File: config.mk
export PLATFORM = sky130hd
export DESIGN_NAME = gtph_norm_cell
export DESIGN_NICKNAME = d
export VERILOG_FILES = /design/src/hw/rtl/go_to_point_heading_controller_defines.svh /design/src/hw/rtl/gtph_pkg.sv /design/src/hw/rtl/gtph_norm_cell.sv
export SDC_FILE = /design/constraint.sdc
export NUM_CORES = 1
export LEC_CHECK = 0
export BUFFER_PORTS_ARGS = -buffer_cell sky130_fd_sc_hd__buf_2
export CORE_AREA = 2 2 509 511
export DETAILED_ROUTE_END_ITERATION = 16
export DIE_AREA = 0 0 511 513
export GPL_ROUTABILITY_DRIVEN = 0
export PLACE_DENSITY_LB_ADDON = 0.25
export SLEW_MARGIN = 5
export SYNTH_ARGS = -nofsm -noshare
export SYNTH_HDL_FRONTEND = slang
export SYNTH_SLANG_ARGS = --single-unit
File: constraint.sdc
create_clock -name clk_i -period 0.9 [get_ports clk_i]
set_clock_uncertainty 0.15 [all_clocks]
set_input_delay 0.09 -clock clk_i [delete_from_list [all_inputs] [get_ports clk_i]]
set_output_delay 0.09 -clock clk_i [all_outputs]
set_load 0.05 [all_outputs]
File: src/hw/rtl/go_to_point_heading_controller_defines.svh
// ---------------------------------------------------------------------------
// Go-to-point heading controller: assertion macros
// Checks sampled on clk_i, with and without the reset disable.
// ---------------------------------------------------------------------------
`ifndef GO_TO_POINT_HEADING_CONTROLLER_DEFINES_SVH
`define GO_TO_POINT_HEADING_CONTROLLER_DEFINES_SVH
`ifndef ASSERT_OFF
`define GTPH_ASSERT(name, prop) \
  name: assert property (@(posedge clk_i) disable iff (!rst_ni) prop) \
    else $error("gtph assertion failed");
`define GTPH_ASSERT_RST(name, prop) \
  name: assert property (@(posedge clk_i) prop) else $error("gtph reset check failed");
`else
`define GTPH_ASSERT(name, prop)
`define GTPH_ASSERT_RST(name, prop)
`endif
`endif

File: src/hw/rtl/gtph_pkg.sv
// ---------------------------------------------------------------------------
// gtph_pkg
// Types, constants and tables of the go-to-point heading controller.
// ---------------------------------------------------------------------------
package gtph_pkg;

  localparam int SqrtSteps    = 33;
  localparam int CordicDef    = 16;
  localparam int AtanLen      = 24;
  localparam int NormCells    = 6;

  localparam logic signed [16:0] PiQ13    = 17'sd25736;
  localparam logic signed [16:0] TwoPiQ13 = 17'sd51472;
  localparam logic signed [32:0] HalfPiZ  = 33'sd1686629713;

  localparam logic [15:0] GainRst   = 16'd2048;
  localparam logic [15:0] SpeedRst  = 16'd64;
  localparam logic [31:0] RadiusRst = 32'd6554;

  localparam logic [31:0] AtanTab [AtanLen] = '{
    32'h3243F6A8, 32'h1DAC6705, 32'h0FADBAFC, 32'h07F56EA6, 32'h03FEAB76, 32'h01FFD55B,
    32'h00FFFAAA, 32'h007FFF55, 32'h003FFFEA, 32'h001FFFFD, 32'h000FFFFF, 32'h0007FFFF,
    32'h0003FFFF, 32'h0001FFFF, 32'h0000FFFF, 32'h00007FFF, 32'h00003FFF, 32'h00001FFF,
    32'h00000FFF, 32'h000007FF, 32'h000003FF, 32'h000001FF, 32'h000000FF, 32'h0000007F
  };

  typedef enum logic [1:0] {
    RegGain   = 2'd0,
    RegSpeed  = 2'd1,
    RegRadius = 2'd2
  } reg_idx_e;

  typedef struct packed {
    logic signed [31:0] goal_x;
    logic signed [31:0] goal_y;
    logic signed [31:0] pos_x;
    logic signed [31:0] pos_y;
    logic signed [15:0] heading;
  } gtph_in_t;

  typedef struct packed {
    logic        [15:0] forward_cmd;
    logic signed [15:0] turn_cmd;
    logic        [31:0] range_left;
    logic               arrived;
  } gtph_out_t;

  typedef struct packed {
    logic               sx;
    logic               sy;
    logic signed [15:0] hd;
    logic               arr;
    logic signed [32:0] dx;
    logic signed [32:0] dy;
    logic        [31:0] ax;
    logic        [31:0] ay;
    logic        [63:0] sqx;
    logic        [63:0] sqy;
    logic        [63:0] rsq;
    logic        [65:0] nrm;
    logic        [35:0] rem;
    logic        [32:0] root;
    logic signed [33:0] cx;
    logic signed [33:0] cy;
    logic signed [32:0] cz;
    logic        [31:0] rng;
    logic signed [16:0] err;
    logic signed [33:0] prod;
  } pipe_t;

  function automatic int norm_shift(int k);
    norm_shift = (k == 0) ? 0 : (16 >> (k - 1));
  endfunction

endpackage

File: src/hw/rtl/gtph_norm_cell.sv
// ---------------------------------------------------------------------------
// gtph_norm_cell
// One step of the vector normalize: scale x and y so the larger lands in
// [2^30, 2^31). SH of zero is the single right shift.
// ---------------------------------------------------------------------------
module gtph_norm_cell #(
  parameter int SH = 0
) (
  input  logic           clk_i,
  input  logic           rst_ni,
  input  logic           adv_i,
  input  logic           valid_i,
  input  gtph_pkg::pipe_t data_i,
  output logic           valid_o,
  output gtph_pkg::pipe_t data_o
);
  import gtph_pkg::*;

  logic  [31:0] m;
  pipe_t        data_d;
  pipe_t        data_q;
  logic         valid_q;

  always_comb begin
    data_d = data_i;
    m      = (data_i.cx > data_i.cy) ? data_i.cx[31:0] : data_i.cy[31:0];
    if (SH == 0) begin
      if (m[31]) begin
        data_d.cx = data_i.cx >>> 1;
        data_d.cy = data_i.cy >>> 1;
      end
    end else begin
      if ((m >> (31 - SH)) == 32'd0) begin
        data_d.cx = data_i.cx <<< SH;
        data_d.cy = data_i.cy <<< SH;
      end
    end
  end

  always_ff @(posedge clk_i or negedge rst_ni) begin
    if (!rst_ni) begin
      valid_q <= 1'b0;
    end else if (adv_i) begin
      valid_q <= valid_i;
    end
  end

  always_ff @(posedge clk_i) begin
    if (adv_i) begin
      data_q <= data_d;
    end
  end

  assign valid_o = valid_q;
  assign data_o  = data_q;
endmodule

# Word-level counts from Yosys, hierarchy flattened
# Index checks and enable logic that the tools add are counted.
dict set report totals {
  regBits 661
  input_bits 664
  output_inout_bits 661
  wordCells 24
}
dict set report classes {
  n_lt_le_gt_ge 1
  muxes 2
}
# cell n
set op_table {}
lappend op_table {{67-bit 2-to-1 mux} 1}
lappend op_table {{34-bit greater-than comparator} 1}
lappend op_table {{32-bit 2-to-1 mux} 1}

# Longest topological paths before layout
dict set report depth {
  word_depth 3
  depth_mapped 13
}

# Worst setup path after synthesis
# No wires, ideal clock.
dict set report synth_path {
  path_kind {input to register}
  start {input data_i[147] in the netlist's numbering}
  end {register data_q (netlist bit data_o[174]) (data pin)}
  t_arrival_ns 2.692
  path_slack_ns -2.203
  path_stages 12
  path_cell_list {inv_1 > clkbuf_1 > clkbuf_1 > ha_1 > nand4_2 > or4_4 > nor3_2 > a211oi_1 > mux2i_4 > buf_6 > a211oi_1 > a311o_1}
}
# element line
set synth_lines {}
lappend synth_lines {{from (decl)} gtph_norm_cell.sv:13} ;# input gtph_pkg::pipe_t data_i,
lappend synth_lines {{to (signal assigned)} gtph_norm_cell.sv:50} ;# data_q <= data_d;
lappend synth_lines {{to (decl)} gtph_norm_cell.sv:21} ;# pipe_t data_q;

==> qor.csv <==
metric,value,unit
routed wl met3,12.0,mm
First-pass DRT Iterations,5,
largest family of logic cells by synthesized area,compound AO/OA/AOI/OAI gates,
"commonest cells after routing, fill and taps aside","dlygate4sd3_1, edfxtp_1, buf_2, buf_6, buf_12",
worst slew pin tran,0.994,ns
WP data required,1.19,ns
"commonest non-fill, non-tap cell in the layout",dlygate4sd3_1,
final non-filler cell total,7298,
P_sw,34.5,mW
drt drc,0,
grt ovf,0,
VDD IR max,1.53,mV
routed vias/inst,3.14,
hold depth,2,
worst hold-check path type,in -> reg,
leakage power,23.5,nW
"area leader, netlist",edfxtp_1,
CTS Buf Count,85,
R2R setup slack,-0.07,ns
maxcap violations,0,
fmax,416,MHz
R2R Path Start,valid_o,
WHS Endpoint,data_o[196],
Syn Inst Count,1265,
failing checks,"negative hold slack, negative setup slack",
Routed WL per cell,23.9,um
clock transition at the registers of the reported paths,0.07,ns
"FF+latch count, synth",661,
global-route wire length before repair,230,mm
Tot Pwr,104,mW
share of layout cells above drive strength 1,45.9,%
"Async S/R FF share, synth",0.151,%
I/O Pins,1325,
worst reg2reg path depth,1,
Sink Count,661,
Adder-Cell Fraction of Synth Area,1.82,%
Post-synth EDFFs,660,
switching portion of total power,33.1,%
fin crit share,267,%
Area growth syn-to-layout,143,%
Routed met1 length,65.5,mm
clk buf depth,3,
final worst setup slack,-1.51,ns
DP HPWL,137,mm
Synth Cell Area,23300,sq um
DR top layer,met5,
Cells after DPL,6114,
H-tree depth,3,
Post-DP Area,40200,sq um
"worst slack, placed",-2.36,ns
Clock Latency Late Sink,0.69,ns
CORE AREA,256000,sq um
largest net degree at the start of global routing,70,
crit path DAT,2.70,ns
Final setup viols,961,
DIE WIDTH,511,um
Compound-Gate Fraction of Synth Area,6.26,%
Final Max Tran Viols,0,
top-area cell type share of the netlist area,84.9,%
slew margin rel.,33.7,%
power share of the clock group,33.8,%
antenna violations before repair,82,
row count,186,
hold slack,-0.293,ns
Int Pwr,69.6,mW
Worst Min Path Start,adv_i,
fill count,27028,
Iteration-0 DRC Markers,1282,
"Design Area, Final",56700,sq um
largest cells by area after synthesis,"edfxtp_1, nand2_1, ha_1, a311o_1, a211o_1",
final antenna-violating net count,0,
CP Class,in -> reg,
crit path time final,2.41,ns
post-synthesis xor/xnor area fraction,0,%
Most used DFF post-synth,edfxtp_1,
root buf cell,clkbuf_16,
sequential area share after synthesis,85.0,%
met2 wire length,89.4,mm
FF-to-FF End,valid_o,
crit path launch type,input pin,
synthesized netlist net count,1963,
post-synthesis simple-gate area fraction,4.80,%
Detailed Route WL,175,mm
overall track demand over capacity in global routing,13.0,%
die area,262000,sq um
Synth cell types,39,
"Avg Cell Area, Syn",18.4,sq um
register share of total power,37.7,%
final hold vios,464,
run status,"complete, but fails checks",
die height,513,um
mux contribution to synthesized area,0.209,%
initial core utilization,9.11,%
I/O Buffers,1324,
Power Density,1840,nW/um^2
CP Capture Type,flop,
vias post-DR,22916,
yosys warns,0,
RSZ-0062 raised after global routing,yes,
CTS tree,yes,
crit-path max FO,5,
Combinational Power Share,28.5,%
vias in the first global route,25148,
nets@finish,4511,
power by group through the flow:
stage | registers [mW] | logic, mW | clock network [mW]
global placement | 39.5 | 23.3 | 0
CTS | 39.2 | 30.4 | 36.8
detailed placement | 39.4 | 23.3 | 0
global route | 39.4 | 30.9 | 37.8
finish | 39.2 | 29.7 | 35.2
floorplan | 47.5 | 1.96 | 0
sequential cells by signal, indices dropped and copies added, names as in the netlist:
| signal | cells |
|---|---|
| data_o | 660 |
| valid_o | 1 |
through the flow:
stage | TNS [ns] | utilization, %
global placement | -358.75 | 15.7
CTS | -598.22 | 22.5
global route | -603.20 | 22.1
finish | -544.93 | 22.1
floorplan | -111.68 | -
detailed placement | -352.26 | 15.7
cell type report:
| class | instances | area [sq um] | area share [%] |
|---|---|---|---|
| repair buffers | 2519 | 26000 | 45.8 |
| flip-flops and latches | 661 | 19800 | 35.0 |
| well taps | 3384 | 4230 | 7.47 |
| multi-input cells | 507 | 3610 | 6.36 |
| clock buffers | 93 | 2170 | 3.82 |
| clock inverters | 67 | 677 | 1.19 |
| inverters | 39 | 164 | 0.289 |
| diodes | 28 | 70.1 | 0.124 |
worst max-delay path, stage by stage:
cell      delay [ns]
buf_8           0.10
ha_4            0.26
nand4_1         0.24
or4_4           0.64
nor3_4          0.23
a211oi_4        0.07
mux2_4          0.27
buf_6           0.13
nand2_8         0.05
buf_12          0.13
buf_12          0.13
a311o_1         0.34
cells in the mapped netlist (3+ instances only):
| cell type | n |
|---|---|
| a211o_1 | 33 |
| a211oi_1 | 31 |
| a21o_1 | 3 |
| a21oi_1 | 44 |
| a22o_1 | 33 |
| a311o_1 | 29 |
| buf_2 | 13 |
| buf_6 | 7 |
| clkbuf_1 | 38 |
| edfxtp_1 | 660 |
| ha_1 | 34 |
| inv_1 | 38 |
| nand2_1 | 258 |
| nand4_1 | 9 |
| nor2_1 | 3 |
| o21a_1 | 4 |
| o21ai_0 | 3 |
logic make-up after synthesis:
logic type               Yosys count
flip-flops                       661
AND/OR/NAND/NOR                  281
AO/OA/AOI/OAI                    189
buffers and inverters             97
adder cells (fa/ha/maj)           34
multiplexers                       3
how the worst max path moves through the flow:
stage / start / slack [ns] / to
floorplan: data_i[147] / -1.73 / data_o[150]
detailed placement: data_i[125] / -2.36 / data_o[159]
global placement: data_i[125] / -2.35 / data_o[158]
CTS: data_i[158] / -1.30 / data_o[165]
global route: data_i[124] / -1.46 / data_o[156]
finish: data_i[159] / -1.51 / data_o[156]
metal layers:
layer / track usage [%] / vias up
li1: - / 10054
met1: 14.2 / 11405
met2: 23.4 / 1163
met3: 3.75 / 282
met4: 5.10 / 12
met5: 0 / -
timing repair:
action	in CTS	in global routing
hold endpoints to repair	1309	881
pin swaps	27	107
endpoints found under the setup margin	728	1073
gates cloned	10	2
hold buffers	1121	50
setup buffers	20	9
resized for setup	878	155
Power figures use the tool's default switching activity.
