===== src/hw/rtl/go_to_point_heading_controller_defines.svh =====
// ---------------------------------------------------------------------------
// Go-to-point heading controller: assertion macros
// Checks sampled on clk_i, with and without the reset disable.
// ---------------------------------------------------------------------------
`ifndef GO_TO_POINT_HEADING_CONTROLLER_DEFINES_SVH
`define GO_TO_POINT_HEADING_CONTROLLER_DEFINES_SVH
`ifndef ASSERT_OFF
`define GTPH_ASSERT(name, prop) \
  name: assert property (@(posedge clk_i) disable iff (!rst_ni) prop) \
    else $error("gtph assertion failed");
`define GTPH_ASSERT_RST(name, prop) \
  name: assert property (@(posedge clk_i) prop) else $error("gtph reset check failed");
`else
`define GTPH_ASSERT(name, prop)
`define GTPH_ASSERT_RST(name, prop)
`endif
`endif


===== src/hw/rtl/gtph_pkg.sv =====
// ---------------------------------------------------------------------------
// gtph_pkg
// Types, constants and tables of the go-to-point heading controller.
// ---------------------------------------------------------------------------
package gtph_pkg;

  localparam int SqrtSteps    = 33;
  localparam int CordicDef    = 16;
  localparam int AtanLen      = 24;
  localparam int NormCells    = 6;

  localparam logic signed [16:0] PiQ13    = 17'sd25736;
  localparam logic signed [16:0] TwoPiQ13 = 17'sd51472;
  localparam logic signed [32:0] HalfPiZ  = 33'sd1686629713;

  localparam logic [15:0] GainRst   = 16'd2048;
  localparam logic [15:0] SpeedRst  = 16'd64;
  localparam logic [31:0] RadiusRst = 32'd6554;

  localparam logic [31:0] AtanTab [AtanLen] = '{
    32'h3243F6A8, 32'h1DAC6705, 32'h0FADBAFC, 32'h07F56EA6, 32'h03FEAB76, 32'h01FFD55B,
    32'h00FFFAAA, 32'h007FFF55, 32'h003FFFEA, 32'h001FFFFD, 32'h000FFFFF, 32'h0007FFFF,
    32'h0003FFFF, 32'h0001FFFF, 32'h0000FFFF, 32'h00007FFF, 32'h00003FFF, 32'h00001FFF,
    32'h00000FFF, 32'h000007FF, 32'h000003FF, 32'h000001FF, 32'h000000FF, 32'h0000007F
  };

  typedef enum logic [1:0] {
    RegGain   = 2'd0,
    RegSpeed  = 2'd1,
    RegRadius = 2'd2
  } reg_idx_e;

  typedef struct packed {
    logic signed [31:0] goal_x;
    logic signed [31:0] goal_y;
    logic signed [31:0] pos_x;
    logic signed [31:0] pos_y;
    logic signed [15:0] heading;
  } gtph_in_t;

  typedef struct packed {
    logic        [15:0] forward_cmd;
    logic signed [15:0] turn_cmd;
    logic        [31:0] range_left;
    logic               arrived;
  } gtph_out_t;

  typedef struct packed {
    logic               sx;
    logic               sy;
    logic signed [15:0] hd;
    logic               arr;
    logic signed [32:0] dx;
    logic signed [32:0] dy;
    logic        [31:0] ax;
    logic        [31:0] ay;
    logic        [63:0] sqx;
    logic        [63:0] sqy;
    logic        [63:0] rsq;
    logic        [65:0] nrm;
    logic        [35:0] rem;
    logic        [32:0] root;
    logic signed [33:0] cx;
    logic signed [33:0] cy;
    logic signed [32:0] cz;
    logic        [31:0] rng;
    logic signed [16:0] err;
    logic signed [33:0] prod;
  } pipe_t;

  function automatic int norm_shift(int k);
    norm_shift = (k == 0) ? 0 : (16 >> (k - 1));
  endfunction

endpackage


===== src/hw/rtl/gtph_sqrt_cell.sv =====
// ---------------------------------------------------------------------------
// gtph_sqrt_cell
// One digit of the restoring square root: two radicand bits per cell.
// ---------------------------------------------------------------------------
module gtph_sqrt_cell (
  input  logic           clk_i,
  input  logic           rst_ni,
  input  logic           adv_i,
  input  logic           valid_i,
  input  gtph_pkg::pipe_t data_i,
  output logic           valid_o,
  output gtph_pkg::pipe_t data_o
);
  import gtph_pkg::*;

  logic  [35:0] rem_s;
  logic  [35:0] trial;
  pipe_t        data_d;
  pipe_t        data_q;
  logic         valid_q;

  always_comb begin
    data_d     = data_i;
    rem_s      = {data_i.rem[33:0], data_i.nrm[65:64]};
    trial      = {1'b0, data_i.root, 2'b01};
    data_d.nrm = {data_i.nrm[63:0], 2'b00};
    if (rem_s >= trial) begin
      data_d.rem  = rem_s - trial;
      data_d.root = {data_i.root[31:0], 1'b1};
    end else begin
      data_d.rem  = rem_s;
      data_d.root = {data_i.root[31:0], 1'b0};
    end
  end

  always_ff @(posedge clk_i or negedge rst_ni) begin
    if (!rst_ni) begin
      valid_q <= 1'b0;
    end else if (adv_i) begin
      valid_q <= valid_i;
    end
  end

  always_ff @(posedge clk_i) begin
    if (adv_i) begin
      data_q <= data_d;
    end
  end

  assign valid_o = valid_q;
  assign data_o  = data_q;
endmodule


===== config.mk =====
export PLATFORM = sky130hd
export DESIGN_NAME = gtph_sqrt_cell
export DESIGN_NICKNAME = d
export VERILOG_FILES = /design/src/hw/rtl/go_to_point_heading_controller_defines.svh /design/src/hw/rtl/gtph_pkg.sv /design/src/hw/rtl/gtph_sqrt_cell.sv
export SDC_FILE = /design/constraint.sdc
export NUM_CORES = 1
export LEC_CHECK = 0
export ABC_CLOCK_PERIOD_IN_PS = 1450
export BUFFER_PORTS_ARGS = -buffer_cell sky130_fd_sc_hd__buf_4
export CAP_MARGIN = 25
export CORE_AREA = 2 2 514 516
export DETAILED_ROUTE_END_ITERATION = 10
export DIE_AREA = 0 0 516 518
export HOLD_SLACK_MARGIN = 0.12
export SYNTH_ARGS = -nofsm -noshare
export SYNTH_HDL_FRONTEND = slang
export SYNTH_SLANG_ARGS = --single-unit

===== constraint.sdc =====
create_clock -name clk_i -period 1.45 [get_ports clk_i]
set_input_delay 0.145 -clock clk_i [delete_from_list [all_inputs] [get_ports clk_i]]
set_output_delay 0.145 -clock clk_i [all_outputs]
set_load 0.005 [all_outputs]

Yosys cells after proc, flatten, opt, wreduce, memory -nomap -nowiden
Index checks and enable logic that the tools add are counted.

Register bits after elaboration: 659. Latch bits: 0. Memory bits (writable): 0. ROM bits: 0. Bits of input ports: 664. Memories kept: 0.

Add/sub/neg operators: 1. $mul: 0. Divide/modulo/power cells: 0. Order comparisons: 1. Equal/unequal tests: 0. Shift operators: 0. Multiplexer cells: 1. Bitwise logic cells: 0. Reductions and logical operators: 0.

Operators with widths (number): 69-bit two-way mux (1); 36-bit by 35-bit >= comparator with 1-bit output (1); 36-bit by 35-bit subtractor with 36-bit output (1).

Longest topological paths before layout
Word-level depth: 2. Mapped depth: 13. Depth with buffers taken out: 11.

Least setup slack after synthesis
No wires, ideal clock.

Path type: in2reg. Start point: in data_i[184] in the netlist's numbering. End point: reg data_q (netlist bit data_o[224]), data pin. Arrival: 2.535 ns. Data required time: 1.190 ns. Setup slack: -1.345 ns. Cell stages on the path: 12. Path buffers: 1. Cell sequence: inv_1 -> ha_1 -> nor2b_4 -> o311ai_2 -> a32oi_2 -> a31oi_4 -> o211ai_4 -> a41o_4 -> a21oi_4 -> inv_4 -> buf_6 -> mux2_4.

RTL lines: from (decl) (RTL line gtph_sqrt_cell.sv:10) `input gtph_pkg::pipe_t data_i,`; to (signal assigned) (RTL line gtph_sqrt_cell.sv:46) `data_q <= data_d;`; to (decl) (RTL line gtph_sqrt_cell.sv:19) `pipe_t data_q;`.

==> summary.txt <==
# H-tree levels = 3
crit path time final = 2.200 ns
die height = 518 um
non-filler cells, final = 7,227
dpl ws = -1.657 ns
Root Buffer = clkbuf_16
failing checks = negative hold slack, negative setup slack
CTS Buffer Depth = 3
Synthesis Warnings = 0
MaxCap Viol Count = 0
global-route wire length before repair = 274.5 mm
core region area = 261,600 um2
Post-Synth Adder-Cell Area = 1.957%
final WL = 228.6 mm
grt ovf = 0
post-synthesis sequential area ratio = 88.40%
Slew HR = 56.20%
maximum clock frequency = 0.4546 GHz
Setup CP Type = primary input to flop
largest net degree at the start of global routing = 48
period utilisation layout = 151.7%
Leakage = 0.02145 uW
flops & latches, synth = 659
Sink Count = 659
CTS tree = built
dpl cells = 6,022
die footprint = 267,300 um2
clock skew = 0 ns
Critical Path Start Type = primary input
Top FF cell, synth = edfxtp_1
Starting DRT DRC Count = 1,182
Std-Cell Rows = 188
Port Buf Inserts = 1,320
VDD IR-drop max = 1.006 mV
Initial Util = 8.556%
drt wl/cell = 31.63 um
Reg clk slew, reported paths = 0.06 ns
CP Capture Type = flop
placed wire-length estimate = 197.5 mm
Post-Synth Simple-Gate Area = 2.013%
GR Util All Layers = 16.48%
Synth Area in Compound Gates = 3.209%
endpoints failing setup = 167
Die X = 516 um
Final ANT Viol Nets = 0
initial antenna violation count = 208
Fin Hold WS = -0.2214 ns
asr flop ratio synth = 0.1517%
CP arrival = 2.67 ns
library cells used by synthesis = 57
post-synthesis mux area share = 2.091%
CP Max Fanout = 10
r2r setup slk = 0.56 ns
status = complete, but fails checks
largest family of logic cells by synthesized area = compound AO/OA/AOI/OAI gates
number of enable flip-flop cells after synthesis = 658
Pwr per Cell Area = 1112 nW/um2
via count = 21.46k
vias in the first global route = 23.23k
vias per cell = 2.969
syn avg cell area = 22.29 um2
drt pass-1 iters = 5
# DRC = 0
Num CTS Buffers = 91
later-pin clock latency in the skew report = 0.68 ns
GPL Wtd Cong = 1.027
I/O Pins = 1,325
fraction of layout cells with a size suffix above 1 = 47.68%
unrepaired setup endpoints after global routing = yes
post-synthesis xor/xnor area fraction = 1.213%
final slew viol count = 0
setup ws final = -0.7498 ns
worst hold path type = primary input to flop
Syn Inst Count = 1,004
Synth Cell Area = 22,380 um2
WP data required = 1.92 ns
Tightest Pin Transition = 0.6501 ns
final hold vios = 2
Synth-to-Final Area Change = 140.2%
# nets final = 4,285
[worst max-delay path, stage by stage]
cell	delay, ns
buf_4	0.11
inv_2	0.04
ha_4	0.26
o21a_1	0.18
o311ai_4	0.14
a32oi_2	0.25
buf_12	0.16
a31oi_4	0.13
o211ai_4	0.22
a41o_4	0.26
a21oi_4	0.07
inv_6	0.13
buf_12	0.18
mux2_2	0.35
[cells in the final DEF (no fill, tap or decap), types with 8 or more instances in the layout]
| cell type | count |
|---|---|
| xnor2_1 | 19 |
| nor2_1 | 12 |
| inv_6 | 10 |
| clkinvlp_4 | 11 |
| clkinv_1 | 10 |
| inv_1 | 43 |
| diode_2 | 52 |
| mux2_4 | 26 |
| a21oi_1 | 26 |
| buf_4 | 943 |
| clkbuf_16 | 91 |
| xor2_1 | 12 |
| buf_6 | 554 |
| ha_1 | 24 |
| dlygate4sd3_1 | 973 |
| nand2_1 | 27 |
| a21o_1 | 9 |
| ha_4 | 11 |
| edfxtp_1 | 658 |
| clkinv_2 | 13 |
| clkbuf_1 | 10 |
| o21ai_0 | 13 |
| bufinv_16 | 8 |
| nand3_1 | 9 |
| buf_12 | 22 |
| clkinv_4 | 8 |
| and3_1 | 10 |
[cell families after synthesis]
family / count (synthesis)
buffers and inverters: 57
flip-flops: 659
multiplexers: 33
AO/OA/AOI/OAI: 100
XOR/XNOR: 31
adder cells (fa/ha/maj): 35
other: 1
AND/OR/NAND/NOR: 88
[cell type report]
class,count,area [um2]
inverter,48,187.7
clock buffer,101,2315
multi-input combinational,289,2591
timing repair buffer,2497,23580
fill,28030,207800
tap,3515,4398
clock inverter,66,765.7
antenna,52,130.1
sequential,659,19780
[sequential cells by signal, summed over array words and instances, names as in the netlist]
| signal | flops |
|---|---|
| valid_o | 1 |
| data_o | 658 |
[synth_stat cells (2+ instances only)]
cell / instances / area share, %
mux2_2: 6 / 0.30
nor3_1: 5 / 0.11
a21o_1: 9 / 0.30
inv_1: 47 / 0.79
o21a_1: 5 / 0.17
ha_1: 35 / 2.0
mux2_4: 26 / 1.7
o21bai_1: 4 / 0.13
clkbuf_1: 4 / 0.067
nor3b_1: 2 / 0.067
nor2_1: 12 / 0.20
o211ai_1: 4 / 0.13
o21ai_0: 20 / 0.45
or2_2: 2 / 0.056
a31o_2: 2 / 0.078
xor2_1: 12 / 0.47
edfxtp_1: 658 / 88
and3_1: 11 / 0.31
nand2_1: 27 / 0.45
nand3_1: 9 / 0.20
a211oi_1: 3 / 0.10
xnor2_1: 19 / 0.74
nand4_1: 7 / 0.20
buf_6: 3 / 0.15
nor2b_1: 4 / 0.11
buf_4: 2 / 0.067
a21oi_1: 33 / 0.74
and2_1: 3 / 0.084
and4_1: 2 / 0.078
[final timing paths]
path                              from           to  depth (start not counted)
setup / recovery           data_i[186]  data_o[223]                         14
setup reg to reg               valid_o      valid_o                          2
min in group asynchronous       rst_ni      valid_o                          3
hold reg to reg                valid_o      valid_o                          2
max in group asynchronous       rst_ni      valid_o                          3
hold / removal             data_i[220]  data_o[222]                          2
[stage by stage]
stage | util [%] | hold slack, ns | cell area, um2 | power (uW) | setup TNS (ns)
3_5_place_dp | 14.71 | -0.07545 | 38470 | 33060 | -59.41
6_report | 20.55 | -0.2214 | 53750 | 59760 | -30.89
4_1_cts | 20.40 | -0.4733 | 53370 | 60890 | -70.95
2_1_floorplan | - | -0.1506 | 22550 | 25010 | -40.55
5_1_grt | 20.54 | -0.2868 | 53730 | 62320 | -69.18
3_3_place_gp | 14.71 | -0.07911 | 38470 | 33080 | -58.50
[power by group]
group,internal (uW),switching [uW]
combinational,6780,5580
sequential,22800,976
clock,13200,10400
[routing by layer]
layer  track usage, %  up-vias  wire length, um
met3            13.32      473            41490
met5                0        -              126
met2            26.37     1531           101500
li1                 -     9203                -
met1            16.14    10230            77090
met4            4.539       20             8374
[repair_timing]
item | CTS | global route
hold endpoints to repair | 1166 | 8
cloned | 1 | 0
setup endpoints to repair | 650 | 645
hold buffers | 968 | 6
setup buffers | 11 | 2
pin swaps | 11 | 4
resized for setup | 537 | 48
(Power assumes the default switching activity.)
