### src/hw/rtl/go_to_point_heading_controller_defines.svh
// ---------------------------------------------------------------------------
// Go-to-point heading controller: assertion macros
// Checks sampled on clk_i, with and without the reset disable.
// ---------------------------------------------------------------------------
`ifndef GO_TO_POINT_HEADING_CONTROLLER_DEFINES_SVH
`define GO_TO_POINT_HEADING_CONTROLLER_DEFINES_SVH
`ifndef ASSERT_OFF
`define GTPH_ASSERT(name, prop) \
  name: assert property (@(posedge clk_i) disable iff (!rst_ni) prop) \
    else $error("gtph assertion failed");
`define GTPH_ASSERT_RST(name, prop) \
  name: assert property (@(posedge clk_i) prop) else $error("gtph reset check failed");
`else
`define GTPH_ASSERT(name, prop)
`define GTPH_ASSERT_RST(name, prop)
`endif
`endif

### src/hw/rtl/gtph_pkg.sv
// ---------------------------------------------------------------------------
// gtph_pkg
// Types, constants and tables of the go-to-point heading controller.
// ---------------------------------------------------------------------------
package gtph_pkg;

  localparam int SqrtSteps    = 33;
  localparam int CordicDef    = 16;
  localparam int AtanLen      = 24;
  localparam int NormCells    = 6;

  localparam logic signed [16:0] PiQ13    = 17'sd25736;
  localparam logic signed [16:0] TwoPiQ13 = 17'sd51472;
  localparam logic signed [32:0] HalfPiZ  = 33'sd1686629713;

  localparam logic [15:0] GainRst   = 16'd2048;
  localparam logic [15:0] SpeedRst  = 16'd64;
  localparam logic [31:0] RadiusRst = 32'd6554;

  localparam logic [31:0] AtanTab [AtanLen] = '{
    32'h3243F6A8, 32'h1DAC6705, 32'h0FADBAFC, 32'h07F56EA6, 32'h03FEAB76, 32'h01FFD55B,
    32'h00FFFAAA, 32'h007FFF55, 32'h003FFFEA, 32'h001FFFFD, 32'h000FFFFF, 32'h0007FFFF,
    32'h0003FFFF, 32'h0001FFFF, 32'h0000FFFF, 32'h00007FFF, 32'h00003FFF, 32'h00001FFF,
    32'h00000FFF, 32'h000007FF, 32'h000003FF, 32'h000001FF, 32'h000000FF, 32'h0000007F
  };

  typedef enum logic [1:0] {
    RegGain   = 2'd0,
    RegSpeed  = 2'd1,
    RegRadius = 2'd2
  } reg_idx_e;

  typedef struct packed {
    logic signed [31:0] goal_x;
    logic signed [31:0] goal_y;
    logic signed [31:0] pos_x;
    logic signed [31:0] pos_y;
    logic signed [15:0] heading;
  } gtph_in_t;

  typedef struct packed {
    logic        [15:0] forward_cmd;
    logic signed [15:0] turn_cmd;
    logic        [31:0] range_left;
    logic               arrived;
  } gtph_out_t;

  typedef struct packed {
    logic               sx;
    logic               sy;
    logic signed [15:0] hd;
    logic               arr;
    logic signed [32:0] dx;
    logic signed [32:0] dy;
    logic        [31:0] ax;
    logic        [31:0] ay;
    logic        [63:0] sqx;
    logic        [63:0] sqy;
    logic        [63:0] rsq;
    logic        [65:0] nrm;
    logic        [35:0] rem;
    logic        [32:0] root;
    logic signed [33:0] cx;
    logic signed [33:0] cy;
    logic signed [32:0] cz;
    logic        [31:0] rng;
    logic signed [16:0] err;
    logic signed [33:0] prod;
  } pipe_t;

  function automatic int norm_shift(int k);
    norm_shift = (k == 0) ? 0 : (16 >> (k - 1));
  endfunction

endpackage

### src/hw/rtl/gtph_cordic_cell.sv
// ---------------------------------------------------------------------------
// gtph_cordic_cell
// One CORDIC vectoring rotation with its arctangent constant.
// ---------------------------------------------------------------------------
module gtph_cordic_cell #(
  parameter int IDX = 0
) (
  input  logic           clk_i,
  input  logic           rst_ni,
  input  logic           adv_i,
  input  logic           valid_i,
  input  gtph_pkg::pipe_t data_i,
  output logic           valid_o,
  output gtph_pkg::pipe_t data_o
);
  import gtph_pkg::*;

  localparam logic signed [32:0] Atan = $signed({1'b0, AtanTab[IDX]});

  logic signed [33:0] xs;
  logic signed [33:0] ys;
  pipe_t              data_d;
  pipe_t              data_q;
  logic               valid_q;

  always_comb begin
    data_d = data_i;
    xs     = data_i.cx >>> IDX;
    ys     = data_i.cy >>> IDX;
    if (!data_i.cy[33]) begin
      data_d.cx = data_i.cx + ys;
      data_d.cy = data_i.cy - xs;
      data_d.cz = data_i.cz + Atan;
    end else begin
      data_d.cx = data_i.cx - ys;
      data_d.cy = data_i.cy + xs;
      data_d.cz = data_i.cz - Atan;
    end
  end

  always_ff @(posedge clk_i or negedge rst_ni) begin
    if (!rst_ni) begin
      valid_q <= 1'b0;
    end else if (adv_i) begin
      valid_q <= valid_i;
    end
  end

  always_ff @(posedge clk_i) begin
    if (adv_i) begin
      data_q <= data_d;
    end
  end

  assign valid_o = valid_q;
  assign data_o  = data_q;
endmodule
### config.mk
export PLATFORM = sky130hd
export DESIGN_NAME = gtph_cordic_cell
export DESIGN_NICKNAME = d
export VERILOG_FILES = /design/src/hw/rtl/go_to_point_heading_controller_defines.svh /design/src/hw/rtl/gtph_pkg.sv /design/src/hw/rtl/gtph_cordic_cell.sv
export SDC_FILE = /design/constraint.sdc
export NUM_CORES = 1
export LEC_CHECK = 0
export ABC_AREA = 1
export BUFFER_PORTS_ARGS = -buffer_cell sky130_fd_sc_hd__buf_2
export CORE_AREA = 4 4 517 519
export CTS_CLUSTER_DIAMETER = 50
export DETAILED_ROUTE_END_ITERATION = 8
export DIE_AREA = 0 0 521 523
export GPL_TIMING_DRIVEN = 1
export SETUP_SLACK_MARGIN = 0.5
export SLEW_MARGIN = 20
export SYNTH_ARGS = -nofsm -noshare
export SYNTH_HDL_FRONTEND = slang
export SYNTH_SLANG_ARGS = --single-unit
### constraint.sdc
create_clock -name clk_i -period 1.5 [get_ports clk_i]
set_input_delay 0.075 -clock clk_i [delete_from_list [all_inputs] [get_ports clk_i]]
set_output_delay 0.075 -clock clk_i [all_outputs]
set_load 0.01 [all_outputs]
# Yosys cells after proc, flatten, opt, wreduce, memory -nomap -nowiden
# Index checks and enable logic that the tools add are counted.
# word_totals
reg_bits,661
in_bits,664
wordCells,27
# classes
muxes,1
add_sub_neg,5
# op_table
operator,count
$mux W101,1
$sub A34 B34 Y34,2
$add A34 B34 Y34,1
$add A33 B31 Y33 const B,1
$sub A33 B31 Y33 const B,1

# Longest topological paths before layout
# Gate-level depths: netlist of the first run.
# depth
ltp_word,2
mapped_depth,17
mapped_depth_nobuf,16

# Least setup slack after synthesis of the first run
# Ideal clock, no wire load.
# synth_timing
kind,input -> register
startpoint,in data_i[149] in the netlist's numbering
endpoint,reg data_q (netlist bit data_o[104]) (data pin)
cell_stages,10
path_slack_ps,-542
arrival_ps,1783
setup_ps,260
required_ps,1240
path_cell_list,buf_2 > inv_2 > buf_4 > fa_1 > o21ai_2 > a21boi_2 > o21ai_0 > nand3_1 > nand2_1 > xor2_1
# synth_rtl
item,line,rtl
"start, declared",gtph_cordic_cell.sv:12,"input gtph_pkg::pipe_t data_i,"
"end signal, assigned",gtph_cordic_cell.sv:51,data_q <= data_d;
"end, declared",gtph_cordic_cell.sv:23,pipe_t data_q;

# Worst setup path after layout of the first run
# layout_timing
startpoint,reg data_q (netlist bit data_o[264])
endpoint,out data_o[264] in the netlist's numbering
# layout_rtl
item,line,rtl
"end, declared",gtph_cordic_cell.sv:14,output gtph_pkg::pipe_t data_o
# No word-level cell between the ends.

==> results of run 1 <==
-- worst max-delay path by stage --
stage                startpoint     endpoint  slack [ns]  cells after the start
detailed placement  data_i[150]  data_o[122]       -0.85                     11
floorplan           data_i[149]  data_o[111]       -0.24                     13
global placement    data_i[124]  data_o[134]       -0.86                     13
CTS                 data_o[264]  data_o[264]       -0.35                      1
global route        data_o[264]  data_o[264]       -0.31                      1
finish              data_o[264]  data_o[264]       -0.25                      1
-- per-layer routing --
metal | global-route usage, % | share of wire (%) | vias to the layer above
met4 | 8.03 | 5.1 | 42
li1 | - | - | 14246
met3 | 10.4 | 13 | 524
met2 | 30.7 | 45 | 1765
met5 | 0 | 0.092 | -
met1 | 21.4 | 37 | 15838
-- state kept, by name, indices dropped and copies added (netlist names) --
register  cells
data_o      659
valid_o       1
-- power groups by stage --
stage | Clock, W | Sequential (W) | Combinational [W]
after floorplan | 0 | 0.0240 | 0.00361
after global placement | 0 | 0.0237 | 0.0132
final | 0.0281 | 0.0236 | 0.0174
after detailed placement | 0 | 0.0236 | 0.0132
after CTS | 0.0288 | 0.0236 | 0.0171
after global routing | 0.0296 | 0.0237 | 0.0185
-- stage by stage --
step	total power, W	hold WS (ns)	setup TNS, ns	util (%)
3_5_place_dp	0.0368	-0.148	-55.33	17.1
3_3_place_gp	0.0368	-0.150	-54.96	17.1
2_1_floorplan	0.0276	-0.221	-5.69	-
5_1_grt	0.0718	-0.113	-46.49	24.2
6_report	0.0691	-0.0954	-15.66	24.2
4_1_cts	0.0695	-0.217	-58.90	23.7
-- cells in the final DEF, fill, tap and decap left out, drive strengths merged, types with 3 or more instances in the layout --
| cell | count |
|---|---|
| diode | 59 |
| a21o | 3 |
| bufinv | 13 |
| o211ai | 5 |
| edfxtp | 659 |
| ha | 128 |
| nor3 | 26 |
| o21ai | 117 |
| xor2 | 46 |
| buf | 1816 |
| nand3b | 4 |
| clkinvlp | 13 |
| xnor2 | 5 |
| clkinv | 43 |
| nor4 | 6 |
| o22ai | 7 |
| o21a | 3 |
| or2 | 4 |
| clkbuf | 132 |
| nand2 | 517 |
| fa | 4 |
| nand3 | 178 |
| dlygate4sd3 | 1039 |
| a21oi | 150 |
| nand4 | 13 |
| o21bai | 17 |
| a31oi | 3 |
| a21boi | 5 |
| nor2 | 164 |
| inv | 281 |
-- cells by family (layout without fill, tap and decap cells) --
| kind of cell | after synthesis | in the layout | share of synthesized area, % |
|---|---|---|---|
| xor+xnor | 51 | 51 | 1.55 |
| flops | 660 | 660 | 68.9 |
| simple gates | 913 | 913 | 13.4 |
| other cells | 0 | 59 | 0 |
| compound gates | 311 | 311 | 5.85 |
| buf+inv | 301 | 3337 | 4.37 |
| fa+ha+maj | 132 | 132 | 5.85 |
| mux | 1 | 1 | 0.0392 |
-- timing repair --
item                                     CTS  global route
cloned                                     0             1
resized for setup                        879           208
pin swaps                                 32            57
hold buffers                            1038             2
endpoints found under the hold margin   1175            21
endpoints found under the setup margin   743           764
setup buffers                             15            14
-- final cells by class --
cell class | count | area, µm²
timing repair buffer | 2860 | 23900
tap | 3515 | 4400
sequential | 660 | 19800
antenna | 59 | 148
inverter | 258 | 1120
fill | 27835 | 199000
clock inverter | 92 | 1020
multi-input combinational | 1408 | 9970
clock buffer | 127 | 3030
==> summary.md, run 1 <==
| Metric | Value |
|---|---|
| First-pass GRT wire length | `342000 µm` |
| Failing checks | `hold timing, setup timing` |
| Layout Skew | `0 ns` |
| Core ar. | `around 260000 µm²` |
| GRT Total Usage | `between 10% and 20%` |
| Gpl congestion | `roughly 0.97` |
| Mapped Nets | `between 3000 and 4000` |
| Async SR Flop Fraction | `0.152%` |
| I/O pins | `1325` |
| Count leader, synth | `edfxtp_1` |
| IO Port Bufs | `1324` |
| Sequential share of power | `between 30% and 40%` |
| Post-DP HPWL | `roughly 230000 µm` |
| Number of global-route vias before repair | `between 30000 and 40000` |
| Crit-path leading delay family | `flip-flops` |
| Seq/Total Area, Yosys | `68.9%` |
| List of most frequent post-synthesis cells | `edfxtp_1 (659), nand2_1 (506), inv_1 (250), nand3_1 (178), nor2_1 (157)` |
| Share of cells above drive strength 1 | `45.8%` |
| Yosys top cell area share | `68.8%` |
| Worst hold slack | `-0.0954 ns` |
| Clock Latency Late Sink | `~0.76 ns` |
| Sw Ratio | `31.5%` |
| Initial Util | `11.0%` |
| Starting DRT DRC Count | `between 2000 and 2500` |
| NetSw | `~0.022 W` |
| #FFs+latches synth | `660` |
| Worst slew pin tran | `just under 0.6 ns` |
| Hold EP | `data_o[183]` |
| Reg2Reg Launch Point | `valid_o` |
| Ys Warns | `0` |
| Syn Inst Count | `around 2400` |
| Root buffer cell | `clkbuf_16` |
| Worst Hold Launch | `data_i[183]` |
| Drt drc | `0` |
| Int Power | `0.0473 W` |
| Vias per cell | `around 3.6` |
| Setup crit end kind | `output port` |
| CP startpoint kind | `register` |
| Period Utilization, post-route | `116%` |
| Clock Pin Slew Worst Setup and Hold Paths | `0.06 ns` |
| R2r endpoint | `valid_o` |
| Total routed wirelength | `275000 µm` |
| Largest net degree at the start of global routing | `71` |
| Slowest CP cell | `edfxtp_1` |
| CTS Buffer Depth | `4` |
| Num rows | `approximately 190` |
| Worst EP required | `around 1.4 ns` |
| Buffers & Inverters on Critical Path | `1` |
| Max_slew headroom | `60.5%` |
| RSZ-0062 raised after global routing | `yes` |
| Post-Syn Area per Cell | `around 12 µm²` |
| PwrDens | `1090 nW/µm²` |
| Post-route insts no fill | `~9000` |
| DR pass1 iterations | `5` |
| Largest area contributor in the netlist | `edfxtp_1` |
| Die Height | `523 µm` |
| Die X | `roughly 520 µm` |
| Final Hold Fails | `16` |
| GRT Residual Overflow | `0` |
| Net count, final | `~6100` |
| Area grow syn2layout | `121%` |
| Sink Count | `660` |
| TritonCTS clock tree | `yes` |
| WS Path Type | `register to output port` |
| Worst endpoint data arrival time | `approximately 1.7 ns` |
| Post-route ant nets | `0` |
| Initial antenna violation count | `between 150 and 200` |
| Die area | `~270000 µm²` |
| Status | `complete, but fails checks` |
| R2R depth | `1` |
| EDFF count, synth | `around 660` |
| Comb pwr share | `around 25%` |
| Worst hold-check path type | `input pin to register` |
| Post-synthesis cell type count | `48` |
| Post-Place Worst Slack | `-0.851 ns` |
| R2R setup slack | `0.76 ns` |
| H-Tree Depth | `3` |
| Worst vdd ir | `slightly below 0.0009 V` |
| CP Max Fanout | `1` |
| Worst-path cell chain | `buf_2` |
| Hold depth | `5` |
| Wire length per cell | `between 30 and 40 µm` |
| Via count | `around 32000` |
| Worst stage delay on the critical path | `just under 0.6 ns` |
| Final-report setup violation count | `225` |
| Ranking of synthesized cells by area | `edfxtp_1 (69%), nand2_1 (6.6%), ha_1 (5.6%)` |
| Post-Layout Inst Area | `63400 µm²` |
| Clk network pwr share | `about two fifths` |
| Synthesized cell area | `28700 µm²` |
| Final worst setup slack | `-0.247 ns` |
| Post-Place Cell Area | `44800 µm²` |
| Ys flop type | `edfxtp_1` |
| Max_cap viols | `0` |
| TritonCTS Buffers | `120` |
| Fin. max-slew vios | `0` |
| Leakage power | `26.7 nW` |
| Min Clock Period, post-route | `between 1.5 and 2 ns` |
| Placed Instances | `about 7600` |
| F_max | `between 0.5 and 0.6 GHz` |
Power figures use the tool's default switching activity.
==> inputs of run 2 (changes only) <==
clock period = 2.2 ns   (was 1.5 ns; I/O delays follow)
==> run 2 against run 1 <==
  * Critical path depth stayed put
  * Critical path type unchanged
  * Core utilization down 2.8 points
  * The flow now finishes without violations
  * Non-clock buffer count fell by 270
==> summary.md, run 2 (synthesized netlist as in run 1, its figures left out) <==
| Metric | Value |
|---|---|
| CP Max Fanout | `1` |
| Wire length per cell | `about 31 µm` |
| Sequential share of power | `36.0%` |
| Worst endpoint data arrival time | `approximately 1.7 ns` |
| Initial Util | `between 10% and 20%` |
| Int Power | `between 0.02 and 0.03 W` |
| Die Height | `~520 µm` |
| Post-DP HPWL | `approximately 230000 µm` |
| Met3 Usage GRT | `a little over 9%` |
| Worst hold-check path type | `input pin to register` |
| WS Path Type | `register to output port` |
| First-pass GRT wire length | `roughly 330000 µm` |
| Min Clock Period, post-route | `between 1.5 and 2 ns` |
| CP startpoint kind | `register` |
| Reg area | `19800 µm²` |
| Period Utilization, post-route | `about four fifths` |
| Comb pwr share | `22.4%` |
| PwrDens | `between 700 and 800 nW/µm²` |
| Sink Count | `660` |
| TritonCTS clock tree | `yes` |
| Post-route ant nets | `0` |
| Root buffer cell | `clkbuf_16` |
| Clock Pin Slew Worst Setup and Hold Paths | `roughly 0.060 ns` |
| NetSw | `between 0.01 and 0.015 W` |
| Worst hold slack | `0.0602 ns` |
| Area grow syn2layout | `94.9%` |
| Share of cells above drive strength 1 | `39.6%` |
| Final-report setup violation count | `0` |
| Die X | `521 µm` |
| Multi-input logic area | `~8000 µm²` |
| Slowest CP cell | `edfxtp_1` |
| GRT Total Usage | `between 10% and 20%` |
| Max reg flops | `roughly 660` |
| RSZ-0062 raised after global routing | `yes` |
| GRT Residual Overflow | `0` |
| Leakage power | `about 24 nW` |
| Most Crowded Layer GR | `met2` |
| Drt drc | `0` |
| DR pass1 iterations | `8` |
| Buffers & Inverters on Critical Path | `1` |
| Initial antenna violation count | `between 150 and 200` |
| Total routed wirelength | `271000 µm` |
| Most frequent cells in the layout | `buf_2 (1256), dlygate4sd3_1 (879), edfxtp_1 (659)` |
| Worst stage delay on the critical path | `0.58 ns` |
| Post-route insts no fill | `approximately 8700` |
| Fillcell total | `approximately 28000` |
| Total power | `0.0439 W` |
| Max_slew headroom | `about three fifths` |
| F_max | `~0.57 GHz` |
| Worst vdd ir | `around 0.00063 V` |
| Clk network pwr share | `a little over two fifths` |
| I/O pins | `between 1000 and 1500` |
| Gpl congestion | `0.960` |
| Worst EP required | `around 2.1 ns` |
| Placed Instances | `between 7000 and 8000` |
| IO Port Bufs | `around 1300` |
| Number of global-route vias before repair | `approximately 32000` |
| Worst slew pin tran | `0.619 ns` |
| Net count, final | `between 5000 and 6000` |
| Post-Layout Inst Area | `about 56000 µm²` |
| Core ar. | `between 200000 and 300000 µm²` |
| M2 GR Usage | `30.6%` |
| Setup crit end kind | `output port` |
| Status | `finished clean` |
| Vias per cell | `between 3 and 4` |
| Clock Latency Late Sink | `roughly 0.80 ns` |
| Post-Place Cell Area | `between 40000 and 50000 µm²` |
| Fin. max-slew vios | `0` |
| Leading cell type in the layout, fill and taps excluded | `buf_2` |
| Crit-path leading delay family | `flip-flops` |
| TritonCTS Buffers | `~120` |
| Max_cap viols | `0` |
| Final Hold Fails | `0` |
| Met1 usage | `a little over a fifth` |
| Worst-path cell chain | `buf_2` |
| Die area | `272000 µm²` |
| Via count | `31312` |
| CTS Buffer Depth | `4` |
| Starting DRT DRC Count | `2468` |
| Sw Ratio | `31.7%` |
| H-Tree Depth | `3` |
| Num rows | `between 150 and 200` |
| Layout Skew | `0 ns` |
| Largest net degree at the start of global routing | `85` |
run 2: cell count changes in the layout (fill, tap and decap cells not counted), sizes merged, moves of 2 or more:
cell | previous run | this run
bufinv | 13 | 9
inv | 281 | 283
clkbuf | 132 | 127
diode | 59 | 69
clkinv | 43 | 35
buf | 1816 | 1708
dlygate4sd3 | 1039 | 879
run 2: worst min-delay path, cell delays in order:
cell     delay (ns)
buf_2          0.10
ha_1           0.21
buf_4          0.14
xnor2_1        0.13
run 2: final cells by class:
cell class,count,share of cell area [%]
repair buffers,2590,33.5
diodes,69,0.308
clock inverters,83,1.63
flip-flops and latches,660,35.4
well taps,3515,7.85
inverters,258,1.74
clock buffers,125,5.24
multi-input cells,1408,14.4
run 2: through the flow:
step / setup TNS [ns] / setup WS [ns] / utilization (%)
floorplan: 0 / 0.409 / -
CTS: 0 / 0.312 / 21.3
global placement: -11.50 / -0.462 / 16.3
detailed placement: -10.81 / -0.463 / 16.3
finish: 0 / 0.440 / 21.4
global route: 0 / 0.291 / 21.3
run 2: per-layer routing:
metal,part of all wire (%),up-vias
met4,5.0,38
met1,38,15305
li1,-,13695
met2,45,1798
met5,0.093,-
met3,12,476
run 2: power by group through the flow:
stage | logic, W | clock network, W | registers, W
3_5_place_dp | 0.00828 | 0 | 0.0160
3_3_place_gp | 0.00831 | 0 | 0.0160
6_report | 0.00983 | 0.0182 | 0.0158
2_1_floorplan | 0.00200 | 0 | 0.0163
5_1_grt | 0.0105 | 0.0193 | 0.0159
4_1_cts | 0.00991 | 0.0187 | 0.0158
run 2: worst paths after layout:
check,from,to,slack [ns],cells past startpoint
max,data_o[451],data_o[451],0.44,1
max reg2reg,valid_o,valid_o,1.46,1
min reg2reg,valid_o,valid_o,0.50,1
min in group asynchronous,rst_ni,valid_o,0.14,3
min,data_i[103],data_o[103],0.06,4
max in group asynchronous,rst_ni,valid_o,1.96,3
run 2: what timing repair did:
item | 4_1_cts | 5_1_grt
setup endpoints to repair | 70 | 59
gates resized for setup | 94 | 49
buffers inserted | 0 | 3
hold buffers | 880 | 0
hold endpoints to repair | 741 | 0
pin swaps | 0 | 6
==> inputs of run 3 (changes only) <==
CORE_AREA = 4 4 508 510   (was 4 4 517 519)
DIE_AREA = 0 0 512 514   (was 0 0 521 523)
clock period = 1.64 ns   (was 2.2 ns; I/O delays follow)
==> run 3 against run 2 <==
  * The flow now finishes with violations (hold timing, setup timing)
  * Highest routed layer unchanged
  * Clock-buffer cell count decreased by 10
  * Register-to-register slack got worse by 0.58 ns
  * Final cell count decreased by 1.3%
  * Flip-flop and latch count unchanged
  * Global-route usage increased by 0.50 points
  * Critical path depth increased by 11
  * Largest cell class is now non-clock buffers
  * Die area decreased by 3.4%
  * Sequential power increased by 36%
  * Worst setup slack got worse by 0.51 ns
  * Via count increased by 1.6%
  * Sequential share of layout area decreased by 3.1 points
==> summary.md, run 3 (synthesized netlist as in run 1, its figures left out) <==
| Metric | Value |
|---|---|
| Total power | `0.0609 W` |
| Die area | `263000 µm²` |
| Min Clock Period, post-route | `around 1.7 ns` |
| Worst slew pin tran | `0.520 ns` |
| Worst endpoint data arrival time | `around 2.3 ns` |
| Leading cell type in the layout, fill and taps excluded | `buf_2` |
| I/O pins | `around 1300` |
| Max_cap viols | `0` |
| Vias per cell | `3.70` |
| WS Path Type | `input pin to register` |
| Sink Count | `660` |
| Layout Skew | `0 ns` |
| Root buffer cell | `clkbuf_16` |
| Gpl congestion | `0.994` |
| IO Port Bufs | `about 1300` |
| Post-Route Setup TNS | `-0.179 ns` |
| CP startpoint kind | `input pin` |
| Worst hold slack | `-0.0597 ns` |
| Initial antenna violation count | `approximately 200` |
| Placed Instances | `roughly 7400` |
| Period Utilization, post-route | `105%` |
| GRT Total Usage | `between 10% and 20%` |
| Worst EP required | `2.17 ns` |
| Leakage power | `25.8 nW` |
| TritonCTS clock tree | `yes` |
| Fin. max-slew vios | `0` |
| TritonCTS Buffers | `roughly 110` |
| Net count, final | `just under 6000` |
| Die X | `512 µm` |
| Post-route insts no fill | `around 8600` |
| Max_slew headroom | `between 60% and 70%` |
| Worst vdd ir | `between 0.0008 and 0.0009 V` |
| Die Height | `around 500 µm` |
| Post-route ant nets | `0` |
| Post-DP HPWL | `between 200000 and 250000 µm` |
| Most frequent cells in the layout | `buf_2 (935), dlygate4sd3_1 (793), edfxtp_1 (659)` |
| Max reg flops | `around 660` |
| Final worst setup slack | `-0.0739 ns` |
| Setup crit end kind | `register` |
| H-Tree Depth | `3` |
| Num rows | `between 150 and 200` |
| Area grow syn2layout | `114%` |
| Drt drc | `0` |
| Post-Place Worst Slack | `-0.604 ns` |
| F_max | `~0.58 GHz` |
| CTS Buffer Depth | `3` |
| Largest net degree at the start of global routing | `58` |
| Wire length per cell | `between 30 and 40 µm` |
| Final Hold Fails | `2` |
| Final-report setup violation count | `6` |
| Worst hold-check path type | `input pin to register` |
| Clock Latency Late Sink | `between 0.7 and 0.8 ns` |
| First-pass GRT wire length | `332000 µm` |
| Failing checks | `hold timing, setup timing` |
| GRT Residual Overflow | `0` |
| R2R setup slack | `between 0.8 and 0.9 ns` |
| Share of cells above drive strength 1 | `approximately half` |
| Clock Pin Slew Worst Setup and Hold Paths | `about 0.060 ns` |
| Via count | `~32000` |
| PwrDens | `991 nW/µm²` |
| Status | `complete, but fails checks` |
| CP Max Fanout | `3` |
| Starting DRT DRC Count | `approximately 2900` |
| Total routed wirelength | `271000 µm` |
| RSZ-0062 raised after global routing | `yes` |
| Number of global-route vias before repair | `between 30000 and 40000` |
| Core ar. | `~250000 µm²` |
| DR pass1 iterations | `6` |
| Initial Util | `a little under an eighth` |
[run 3: cell types whose count changed in the layout (fill, tap and decap cells not counted), sizes merged]
cell | before | now
clkbuf | 127 | 118
diode | 69 | 71
clkinv | 35 | 39
inv | 283 | 281
dlymetal6s4s | 1 | 3
dlygate4sd3 | 879 | 793
clkinvlp | 14 | 13
buf | 1708 | 1832
[run 3: worst max-delay path: stages]
cell           delay (ns)
buf_2                0.17
inv_1                0.06
dlygate4sd3_1        0.62
fa_2                 0.45
o21ai_4              0.20
nand4_1              0.13
nand3_2              0.14
nand2_2              0.08
nand2_2              0.08
nand2_1              0.07
nand3_1              0.07
nand2_1              0.08
[run 3: final timing paths]
check                            from          end  cells after the start
setup / recovery           data_i[86]  data_o[110]                     12
hold / removal             data_i[87]   data_o[87]                      4
setup reg to reg              valid_o      valid_o                      1
hold reg to reg               valid_o      valid_o                      1
max in group asynchronous      rst_ni      valid_o                      3
min in group asynchronous      rst_ni      valid_o                      3
[run 3: where the power goes]
group          internal (W)  switching, W  leakage (nW)
sequential           0.0204       0.00109          6.46
clock                0.0136       0.00976          1.74
combinational       0.00707       0.00897          17.6
total                0.0411        0.0198          25.8
[run 3: layer usage]
layer | part of all wire (%) | routed length, µm | up-vias | track usage [%]
li1 | - | - | 13788 | -
met1 | 37 | 101000 | 15655 | 21.9
met2 | 44 | 120000 | 1840 | 30.7
met3 | 13 | 36000 | 496 | 10.7
met4 | 4.9 | 13200 | 34 | 7.63
met5 | 0.076 | 206 | - | 0
[run 3: repair_timing]
action	in CTS	in global routing
gates cloned	0	2
setup endpoints to repair	728	751
buffers inserted	0	88
endpoints found under the hold margin	853	4
pin swaps	0	227
gates resized for setup	664	664
hold buffers	796	2
[run 3: final cells by class]
type                       instances  area, µm²
clock inverter                    84        943
fill                           26794     192000
timing repair buffer            2631      21500
clock buffer                     115       2690
inverter                         258       1160
tap                             3366       4210
antenna                           71        178
sequential                       660      19800
multi-input combinational       1408      11000
[run 3: per-stage QoR]
stage / area (µm²) / util, %
final: 61500 / 24.3
after global routing: 61400 / 24.2
after CTS: 57900 / 22.8
after detailed placement: 44200 / 17.4
after global placement: 44200 / 17.4
after floorplan: 30400 / -
